## config.mk

```make
export PLATFORM = sky130hd
export DESIGN_NAME = square_matrix_multiply
export DESIGN_NICKNAME = d
export VERILOG_FILES = /design/src/rtl/core/smm_pkg.sv /design/src/rtl/core/smm_ram.sv /design/src/rtl/core/smm_seq.sv /design/src/rtl/core/smm_mac.sv /design/src/rtl/core/square_matrix_multiply.sv
export VERILOG_INCLUDE_DIRS = /design/src /design/src/rtl/core
export SDC_FILE = /design/constraint.sdc
export NUM_CORES = 2
export LEC_CHECK = 0
export ABC_CLOCK_PERIOD_IN_PS = 11300
export BUFFER_PORTS_ARGS = -buffer_cell sky130_fd_sc_hd__buf_2
export CAP_MARGIN = 10
export CORE_MARGIN = 3
export CORE_UTILIZATION = 57
export CTS_BUF_LIST = sky130_fd_sc_hd__clkbuf_4 sky130_fd_sc_hd__clkbuf_8
export CTS_CLUSTER_SIZE = 40
export DETAILED_ROUTE_END_ITERATION = 6
export PLACE_DENSITY = 0.81
export SETUP_SLACK_MARGIN = 0.15
export SYNTH_ARGS = -nofsm -noshare
export SYNTH_HDL_FRONTEND = slang
export SYNTH_HIERARCHICAL = 1
export SYNTH_SLANG_ARGS = --single-unit
```

## constraint.sdc

```tcl
create_clock -name clk -period 11.3 [get_ports clk]
set_input_delay 3.39 -clock clk [delete_from_list [all_inputs] [get_ports clk]]
set_output_delay 3.39 -clock clk [all_outputs]
set_load 0.05 [all_outputs]
```

## src/rtl/core/assert_macros.svh

```systemverilog
// Concurrent assertion helpers, clocked on clk, disabled while rst_n is low.
`ifndef ASSERT_MACROS_SVH
`define ASSERT_MACROS_SVH

`ifndef SYNTHESIS
// Implication property checked on every rising edge.
`define SMM_ASSERT_PROP(lbl, prop, msg) \
  lbl: assert property (@(posedge clk) disable iff (!rst_n) (prop)) else $error(msg);
// Condition that must never be seen high.
`define SMM_ASSERT_NEVER(lbl, expr, msg) \
  lbl: assert property (@(posedge clk) disable iff (!rst_n) !(expr)) else $error(msg);
`else
`define SMM_ASSERT_PROP(lbl, prop, msg)
`define SMM_ASSERT_NEVER(lbl, expr, msg)
`endif

`endif

```

## src/rtl/core/smm_pkg.sv

```systemverilog
`timescale 1ns / 1ps

package smm_pkg;

  // Matrix geometry
  localparam int MAX_DIM = 8;
  localparam int IDX_W   = 3;
  localparam int ADDR_W  = 2 * IDX_W;
  localparam int CELLS   = MAX_DIM * MAX_DIM;
  localparam int DATA_W  = 32;
  localparam int SIZE_W  = 4;

  localparam logic [SIZE_W-1:0] SIZE_RESET = SIZE_W'(MAX_DIM);

  // Item kinds
  localparam logic [1:0] KIND_LOAD_A  = 2'd0;
  localparam logic [1:0] KIND_LOAD_B  = 2'd1;
  localparam logic [1:0] KIND_COMPUTE = 2'd2;

  typedef struct packed {
    logic [1:0]               kind;
    logic [IDX_W-1:0]         row;
    logic [IDX_W-1:0]         col;
    logic signed [DATA_W-1:0] value;
  } in_item_t;

  typedef struct packed {
    logic [IDX_W-1:0]         row_res;
    logic [IDX_W-1:0]         col_res;
    logic signed [DATA_W-1:0] value_res;
    logic                     last;
  } out_item_t;

  // One step of the product walk, sequencer to MAC pipeline
  typedef struct packed {
    logic             valid;
    logic             first;
    logic             last_k;
    logic             last_out;
    logic [IDX_W-1:0] i;
    logic [IDX_W-1:0] j;
  } seq_ctl_t;

endpackage

```

## src/rtl/core/smm_ram.sv

```systemverilog
`timescale 1ns / 1ps

module smm_ram #(
  parameter int WIDTH = 32,
  parameter int DEPTH = 64,
  localparam int AW = (DEPTH > 1) ? $clog2(DEPTH) : 1
) (
  input  logic             clk,
  input  logic             we,
  input  logic [AW-1:0]    waddr,
  input  logic [WIDTH-1:0] wdata,
  input  logic             re,
  input  logic [AW-1:0]    raddr,
  output logic [WIDTH-1:0] rdata
);

  logic [WIDTH-1:0] mem_r [DEPTH];
  logic [WIDTH-1:0] rdata_r;

  // Single write port, registered read with enable
  always_ff @(posedge clk) begin
    if (we) begin
      mem_r[waddr] <= wdata;
    end
    if (re) begin
      rdata_r <= mem_r[raddr];
    end
  end

  assign rdata = rdata_r;

endmodule

```

## src/rtl/core/smm_seq.sv

```systemverilog
`timescale 1ns / 1ps

module smm_seq (
  input  logic                         clk,
  input  logic                         rst_n,
  input  logic                         start,
  input  logic                         en,
  input  logic [smm_pkg::IDX_W-1:0]    n_m1,
  output logic [smm_pkg::ADDR_W-1:0]   addr_a,
  output logic [smm_pkg::ADDR_W-1:0]   addr_b,
  output smm_pkg::seq_ctl_t            ctl,
  output logic                         busy
);

  typedef enum logic [1:0] {
    SEQ_IDLE = 2'b01,
    SEQ_RUN  = 2'b10
  } seq_state_t;

  seq_state_t                  state_r, state_nxt;
  logic [smm_pkg::IDX_W-1:0]   i_r, i_nxt;
  logic [smm_pkg::IDX_W-1:0]   j_r, j_nxt;
  logic [smm_pkg::IDX_W-1:0]   k_r, k_nxt;

  // Current step, read addresses follow the counters directly
  always_comb begin
    ctl.valid    = (state_r == SEQ_RUN);
    ctl.first    = (k_r == '0);
    ctl.last_k   = (k_r == n_m1);
    ctl.last_out = (i_r == n_m1) && (j_r == n_m1);
    ctl.i        = i_r;
    ctl.j        = j_r;
    addr_a       = {i_r, k_r};
    addr_b       = {k_r, j_r};
    busy         = (state_r == SEQ_RUN);
  end

  // Walk i, j, k with k innermost; hold while the pipeline is stalled
  always_comb begin
    state_nxt = state_r;
    i_nxt     = i_r;
    j_nxt     = j_r;
    k_nxt     = k_r;
    case (state_r)
      SEQ_IDLE: begin
        if (start) begin
          i_nxt     = '0;
          j_nxt     = '0;
          k_nxt     = '0;
          state_nxt = SEQ_RUN;
        end
      end
      SEQ_RUN: begin
        if (en) begin
          if (k_r != n_m1) begin
            k_nxt = k_r + 1'b1;
          end else begin
            k_nxt = '0;
            if (j_r != n_m1) begin
              j_nxt = j_r + 1'b1;
            end else begin
              j_nxt = '0;
              if (i_r != n_m1) begin
                i_nxt = i_r + 1'b1;
              end else begin
                i_nxt     = '0;
                state_nxt = SEQ_IDLE;
              end
            end
          end
        end
      end
      default: begin
        state_nxt = SEQ_IDLE;
      end
    endcase
  end

  always_ff @(posedge clk) begin
    if (!rst_n) begin
      state_r <= SEQ_IDLE;
      i_r     <= '0;
      j_r     <= '0;
      k_r     <= '0;
    end else begin
      state_r <= state_nxt;
      i_r     <= i_nxt;
      j_r     <= j_nxt;
      k_r     <= k_nxt;
    end
  end

endmodule

```

## src/rtl/core/smm_mac.sv

```systemverilog
`timescale 1ns / 1ps

module smm_mac (
  input  logic                          clk,
  input  logic                          rst_n,
  input  smm_pkg::seq_ctl_t             seq_ctl,
  input  logic [smm_pkg::DATA_W-1:0]    a_data,
  input  logic [smm_pkg::DATA_W-1:0]    b_data,
  input  logic                          out_stall,
  output logic                          out_valid,
  output smm_pkg::out_item_t            out_data,
  output logic                          en,
  output logic                          busy
);

  smm_pkg::seq_ctl_t               ctl1_r, ctl2_r;
  logic [smm_pkg::DATA_W-1:0]      prod_r;
  logic [smm_pkg::DATA_W-1:0]      acc_r;
  logic [smm_pkg::DATA_W-1:0]      acc_nxt;
  logic                            out_valid_r;
  smm_pkg::out_item_t              out_data_r;

  // Whole pipeline advances unless a result is held by the consumer
  assign en   = !out_valid_r || !out_stall;
  assign busy = ctl1_r.valid || ctl2_r.valid;

  // Sum restarts on the first term of every dot product, wraps mod 2^32
  assign acc_nxt = (ctl2_r.first ? '0 : acc_r) + prod_r;

  // Control valids
  always_ff @(posedge clk) begin
    if (!rst_n) begin
      ctl1_r      <= '0;
      ctl2_r      <= '0;
      out_valid_r <= 1'b0;
    end else if (en) begin
      ctl1_r      <= seq_ctl;
      ctl2_r      <= ctl1_r;
      out_valid_r <= ctl2_r.valid && ctl2_r.last_k;
    end
  end

  // Multiply (low word only), then accumulate and load the result register
  always_ff @(posedge clk) begin
    if (en) begin
      prod_r <= smm_pkg::DATA_W'(a_data * b_data);
      if (ctl2_r.valid) begin
        acc_r <= acc_nxt;
      end
      out_data_r.row_res   <= ctl2_r.i;
      out_data_r.col_res   <= ctl2_r.j;
      out_data_r.value_res <= acc_nxt;
      out_data_r.last      <= ctl2_r.last_out;
    end
  end

  assign out_valid = out_valid_r;
  assign out_data  = out_data_r;

endmodule

```

## src/rtl/core/square_matrix_multiply.sv

```systemverilog
`timescale 1ns / 1ps
`include "assert_macros.svh"

// Square matrix multiplier, C = A * B over n x n signed 32-bit elements, n
// from cfg_wdata clamped to 1..8. A load item (kind 0 for A, 1 for B)
// writes one element; it gives no result. A compute item walks all n^3
// products through one multiply-accumulate fed by one read of each matrix
// memory per cycle while out_stall does not hold the pipeline, so it occupies
// the block until the last sum has drained from the pipeline. Results leave
// in row-major order with last on C[n-1][n-1]; sums wrap modulo 2^32.
// in_stall stays high while a product is in progress. Reading an element
// that was never loaded gives an undefined value.
module square_matrix_multiply (
  input  logic                          clk,
  input  logic                          rst_n,
  input  logic                          cfg_we,
  input  logic [smm_pkg::SIZE_W-1:0]    cfg_wdata,
  input  logic                          in_valid,
  output logic                          in_stall,
  input  smm_pkg::in_item_t             in_data,
  output logic                          out_valid,
  input  logic                          out_stall,
  output smm_pkg::out_item_t            out_data
);

  logic [smm_pkg::SIZE_W-1:0]   size_r;
  logic [smm_pkg::SIZE_W-1:0]   n_eff;
  logic [smm_pkg::IDX_W-1:0]    n_m1;
  logic                         in_xfer;
  logic                         in_range;
  logic                         we_a, we_b;
  logic                         start;
  logic [smm_pkg::ADDR_W-1:0]   waddr;
  logic [smm_pkg::ADDR_W-1:0]   addr_a, addr_b;
  logic [smm_pkg::DATA_W-1:0]   a_data, b_data;
  smm_pkg::seq_ctl_t            seq_ctl;
  logic                         seq_busy;
  logic                         mac_en;
  logic                         mac_busy;

  // Size register
  always_ff @(posedge clk) begin
    if (!rst_n) begin
      size_r <= smm_pkg::SIZE_RESET;
    end else if (cfg_we) begin
      size_r <= cfg_wdata;
    end
  end

  // Clamp size to 1..MAX_DIM
  always_comb begin
    if (size_r == '0) begin
      n_eff = smm_pkg::SIZE_W'(1);
    end else if (size_r > smm_pkg::SIZE_W'(smm_pkg::MAX_DIM)) begin
      n_eff = smm_pkg::SIZE_W'(smm_pkg::MAX_DIM);
    end else begin
      n_eff = size_r;
    end
  end
  assign n_m1 = smm_pkg::IDX_W'(n_eff - 1'b1);

  // Input transfer decode
  assign in_stall = seq_busy || mac_busy;
  assign in_xfer  = in_valid && !in_stall;
  assign in_range = (int'(in_data.row) < smm_pkg::MAX_DIM) &&
                    (int'(in_data.col) < smm_pkg::MAX_DIM);
  assign we_a     = in_xfer && in_range && (in_data.kind == smm_pkg::KIND_LOAD_A);
  assign we_b     = in_xfer && in_range && (in_data.kind == smm_pkg::KIND_LOAD_B);
  assign start    = in_xfer && (in_data.kind == smm_pkg::KIND_COMPUTE);
  assign waddr    = {in_data.row, in_data.col};

  // Matrix memories
  smm_ram #(
    .WIDTH (smm_pkg::DATA_W),
    .DEPTH (smm_pkg::CELLS)
  ) u_ram_a (
    .clk   (clk),
    .we    (we_a),
    .waddr (waddr),
    .wdata (in_data.value),
    .re    (mac_en),
    .raddr (addr_a),
    .rdata (a_data)
  );

  smm_ram #(
    .WIDTH (smm_pkg::DATA_W),
    .DEPTH (smm_pkg::CELLS)
  ) u_ram_b (
    .clk   (clk),
    .we    (we_b),
    .waddr (waddr),
    .wdata (in_data.value),
    .re    (mac_en),
    .raddr (addr_b),
    .rdata (b_data)
  );

  // Product walk
  smm_seq u_seq (
    .clk    (clk),
    .rst_n  (rst_n),
    .start  (start),
    .en     (mac_en),
    .n_m1   (n_m1),
    .addr_a (addr_a),
    .addr_b (addr_b),
    .ctl    (seq_ctl),
    .busy   (seq_busy)
  );

  // Multiply-accumulate and result register
  smm_mac u_mac (
    .clk       (clk),
    .rst_n     (rst_n),
    .seq_ctl   (seq_ctl),
    .a_data    (a_data),
    .b_data    (b_data),
    .out_stall (out_stall),
    .out_valid (out_valid),
    .out_data  (out_data),
    .en        (mac_en),
    .busy      (mac_busy)
  );

  // Checks
  `SMM_ASSERT_NEVER(a_no_xfer_while_busy, in_xfer && (seq_busy || mac_busy), "busy xfer")
  `SMM_ASSERT_PROP(a_walk_holds, (seq_busy && !mac_en) |=> $stable(seq_ctl), "walk moved")
  `SMM_ASSERT_PROP(a_result_from_pipe, $rose(out_valid) |-> $past(mac_busy), "stray result")

endmodule
```

==> results_dict.tcl <==
set metrics [dict create \
    cp_slowest_stage_delay_ps 1050 \
    num_rows 205 \
    grt_pass1_wl_um 650000 \
    grt_pass1_vias 96500 \
    ys_ff_latch 4299 \
    ios 90 \
    status "complete, no violations" \
    ctsHoldBuffers 0 \
    synth-warning-count 6 \
    cts_root_buf "clkbuf_8" \
    cp_slowest_cell "edfxtp_1" \
    fillers 19600 \
    overflow 0 \
    cts_htree_levels 6 \
    wl_met3_um 53200 \
    holdCritPathClass "flop to flop" \
    rsz0062_at_grt "false" \
    grt_use_total_pct 27.6 \
    cts_num_sinks 4299 \
    chipHeight_um 568 \
    crit_buf_inv 4 \
    worstSkewPairLatency_ps 1080 \
    syn_area_sq_um 180000 \
    powerDensity_nw_per_um2 230 \
    hold_end "u_mac/out_data[35]" \
    hold_depth 0 \
    layout.nets 10100 \
    drc 0 \
    cp.required_ps 12200 \
    critPathKind "flop to flop" \
    hold_slack_ps 435 \
    synth-edff-count 4263 \
    start_util_pct 57.5 \
    final_hold_viol_count 0 \
    fin_crit_sh_pct 67.8 \
    fin_setup_tns_ps 0 \
    critPathTopFamily "adder cells" \
    drv_cap 0 \
    synth.avg_cell_area_sq_um 20.1 \
    maxSlewViolCount 0 \
    clock_path_buffers 4 \
    hold_start "u_mac/ctl2_r[2]" \
    r2r-end "u_mac/prod_r[27]" \
    path_cells "and2_1 > fa_1 > fa_1 > fa_1 > inv_1 > fa_1 > inv_1 > fa_1 > inv_1 > fa_1 > inv_1 > fa_1 > fa_1 > ha_1 > a21o_1 > a21oi_1 > o21ai_1 > a31oi_1 > nor2b_1 > o31a_1 > or4_1 > o211ai_1" \
    fin_skew_ps 78.4 \
    io_buffers 89 \
    ctsResizeCount 0 \
    cp-end-kind "flop" \
    worstSetupStartpointType "flop" \
    highest_layer "met5" \
    ys_seq_area_share_pct 71.5 \
    synth_cells 8970 \
    first_iter_violations 12000 \
    async_flop_share_pct 0 \
    rr_startpoint "u_ram_b/rdata[5]" \
    die_area_sq_um 323000 \
    place_congestion 0.887 \
    finalSetupViolCount 0 \
    clk_pin_slew_ps 60 \
    r2r_cells 22 \
    post-cts-setup-buffers 0 \
    dp_hpwl_um 256000 \
    relSlewSlack_pct 7.44 \
    path_common_cell "fa_1" \
    ant_nets 0 \
    wl_met2_um 214000 \
    routed_wl_um 443000 \
    num_vias 92000 \
    leakage_uw 0.0635 \
    wl_met1_um 154000 \
    first_pass_iters 6 \
    drive_gt1_share_pct 25.9 \
    rrSetupSlack_ps 3630 \
    ys_dominant_reg_cell "edfxtp_1" \
    die_w_um 568 \
    worstPathArrival_ps 8570 \
    antenna_found_initial 18 \
    cts_tree "done" \
    syn2layout_area_growth_pct 10.4 \
    ir_worst_vdd_mv 1.03 \
    core_region_area_sq_um 313000 \
    crit_fanout 27 \
    fmax_mhz 130 \
    grt_max_degree 119 \
    syn-num-nets 9587 \
    finalCriticalPeriod_ps 7670 \
    yosysUniqueCellTypes 93 \
    numCtsBuffers 643 \
    tightest_slew_ps 1390 \
    wl_per_cell_um 31.4 \
    avgViaCountPerCell 6.52 \
]
==> area by class of cell <==
cell class,instances,area (sq um),share of cell area [%]
antenna,9,22.5,0.0113
clock buffer,861,10600,5.35
timing repair buffer,327,2440,1.22
inverter,421,1590,0.797
tap,4140,5180,2.60
multi-input combinational,3774,48600,24.4
clock inverter,273,1800,0.904
sequential,4299,129000,64.7
==> worst max-delay path by stage <==
stage,slack [ps],cells after the start,endpoint,start
floorplan,2210,4,u_mac/acc_r[0],out_stall
finish,3630,22,u_mac/prod_r[27],u_ram_b/rdata[5]
global placement,3770,22,u_mac/prod_r[27],u_ram_b/rdata[5]
CTS,3670,22,u_mac/prod_r[27],u_ram_b/rdata[5]
global route,3320,22,u_mac/prod_r[27],u_ram_b/rdata[5]
detailed placement,3710,22,u_mac/prod_r[27],u_ram_b/rdata[5]
==> registers in the layout, indices dropped and copies added, names as in the netlist <==
| register | count |
|---|---|
| size_r | 4 |
| u_mac/acc_r | 32 |
| u_mac/ctl1_r | 10 |
| u_mac/ctl2_r | 10 |
| u_mac/out_data | 39 |
| u_mac/out_valid | 1 |
| u_mac/prod_r | 32 |
| u_ram_a/mem_r | 2048 |
| u_ram_a/rdata | 32 |
| u_ram_b/mem_r | 2048 |
| u_ram_b/rdata | 32 |
| u_seq/i_r | 3 |
| u_seq/j_r | 3 |
| u_seq/k_r | 3 |
| u_seq/state_r | 2 |
==> metal layers <==
metal | vias up | GRT usage, %
li1 | 36800 | -
met1 | 47800 | 36.9
met2 | 6406 | 43.9
met3 | 1028 | 6.42
met4 | 8 | 12.5
met5 | - | 0
==> metrics by stage <==
| stage | util, % | std cells | cell area [sq um] | total power, uW | setup slack [ps] |
|---|---|---|---|---|---|
| 2_1_floorplan | - | 8970 | 180000 | 29900 | 2210 |
| 3_3_place_gp | 59.6 | 13000 | 187000 | 33000 | 3770 |
| 3_5_place_dp | 59.6 | 13000 | 187000 | 33500 | 3710 |
| 4_1_cts | 63.5 | 14100 | 199000 | 45800 | 3670 |
| 5_1_grt | 63.5 | 14100 | 199000 | 48300 | 3320 |
| 6_report | 63.5 | 14100 | 199000 | 45700 | 3630 |
==> cell usage in the layout (no fill, tap or decap), types with 21 or more instances in the layout <==
cell type	synthesis	routed
mux4_2	1088	1088
a22oi_1	25	25
nor2_4	0	124
nand2b_1	27	27
buf_4	61	259
a21o_1	24	24
nor2b_1	70	69
nand2_1	382	380
nor2_1	317	192
mux2i_1	194	194
o221ai_1	55	55
nor3_1	26	21
dfxtp_1	36	29
clkbuf_4	0	193
edfxtp_1	4263	4263
buf_2	114	57
xor2_1	24	24
clkbuf_8	0	669
xnor2_1	91	91
ha_1	159	159
fa_1	409	409
and2_1	276	275
inv_1	421	420
clkinv_2	0	62
clkinv_1	0	157
a21boi_0	21	21
nand3_1	23	23
a21oi_1	162	162
o22ai_1	169	169
==> worst register-to-register path, stage by stage (launching register included) <==
cell and delay [ps]:
edfxtp_1 1050, and2_1 290, fa_1 420, fa_1 500
fa_1 540, inv_1 80, fa_1 490, inv_1 60
fa_1 500, inv_1 60, fa_1 530, inv_1 50
fa_1 490, fa_1 410, ha_1 390, a21o_1 210
a21oi_1 200, o21ai_1 80, a31oi_1 210, nor2b_1 120
o31a_1 260, or4_1 470, o211ai_1 100
==> synth_stat cells (all sizes together) (11+ instances only) <==
master	n	area share [%]
a31oi	11	0.055
xor2	24	0.12
nor2b	71	0.25
inv	421	0.88
clkbuf	246	0.51
a22oi	25	0.10
and3	13	0.047
o22ai	169	0.59
and2	276	0.96
nand2b	27	0.094
nor3	27	0.078
o211ai	12	0.068
a21oi	164	0.46
mux2i	194	1.1
or2	13	0.047
o21a	13	0.054
o221ai	56	0.28
o21ai	25	0.072
ha	159	1.1
nand3b	14	0.058
mux4	1088	14
a21o	26	0.11
nand2	384	0.80
dfxtp	36	0.40
or3	11	0.038
fa	409	4.5
buf	230	0.74
nor2	318	0.66
a21boi	23	0.096
a311oi	17	0.083
nand3	23	0.064
edfxtp	4263	71
xnor2	94	0.47
==> power breakdown <==
group	switching (uW)	internal (uW)	total [uW]
Sequential	103	18400	18500
Combinational	8450	6450	14900
Clock	5790	6550	12300
Total	14300	31400	45700
==> cells by family (layout without fill, tap and decap cells) <==
| kind of cell | Yosys count | after routing | synth area share [%] |
|---|---|---|---|
| muxes | 1282 | 1282 | 14.7 |
| buffers and inverters | 897 | 1882 | 2.13 |
| DFF | 4299 | 4299 | 71.5 |
| other | 0 | 9 | 0 |
| AOI/OAI and AO/OA | 597 | 597 | 2.26 |
| and+or+nand+nor | 1209 | 1209 | 3.25 |
| adders and majority gates | 568 | 568 | 5.65 |
| xor gates and xnor gates | 118 | 118 | 0.586 |
No activity file was read; power rests on OpenSTA's default activity.
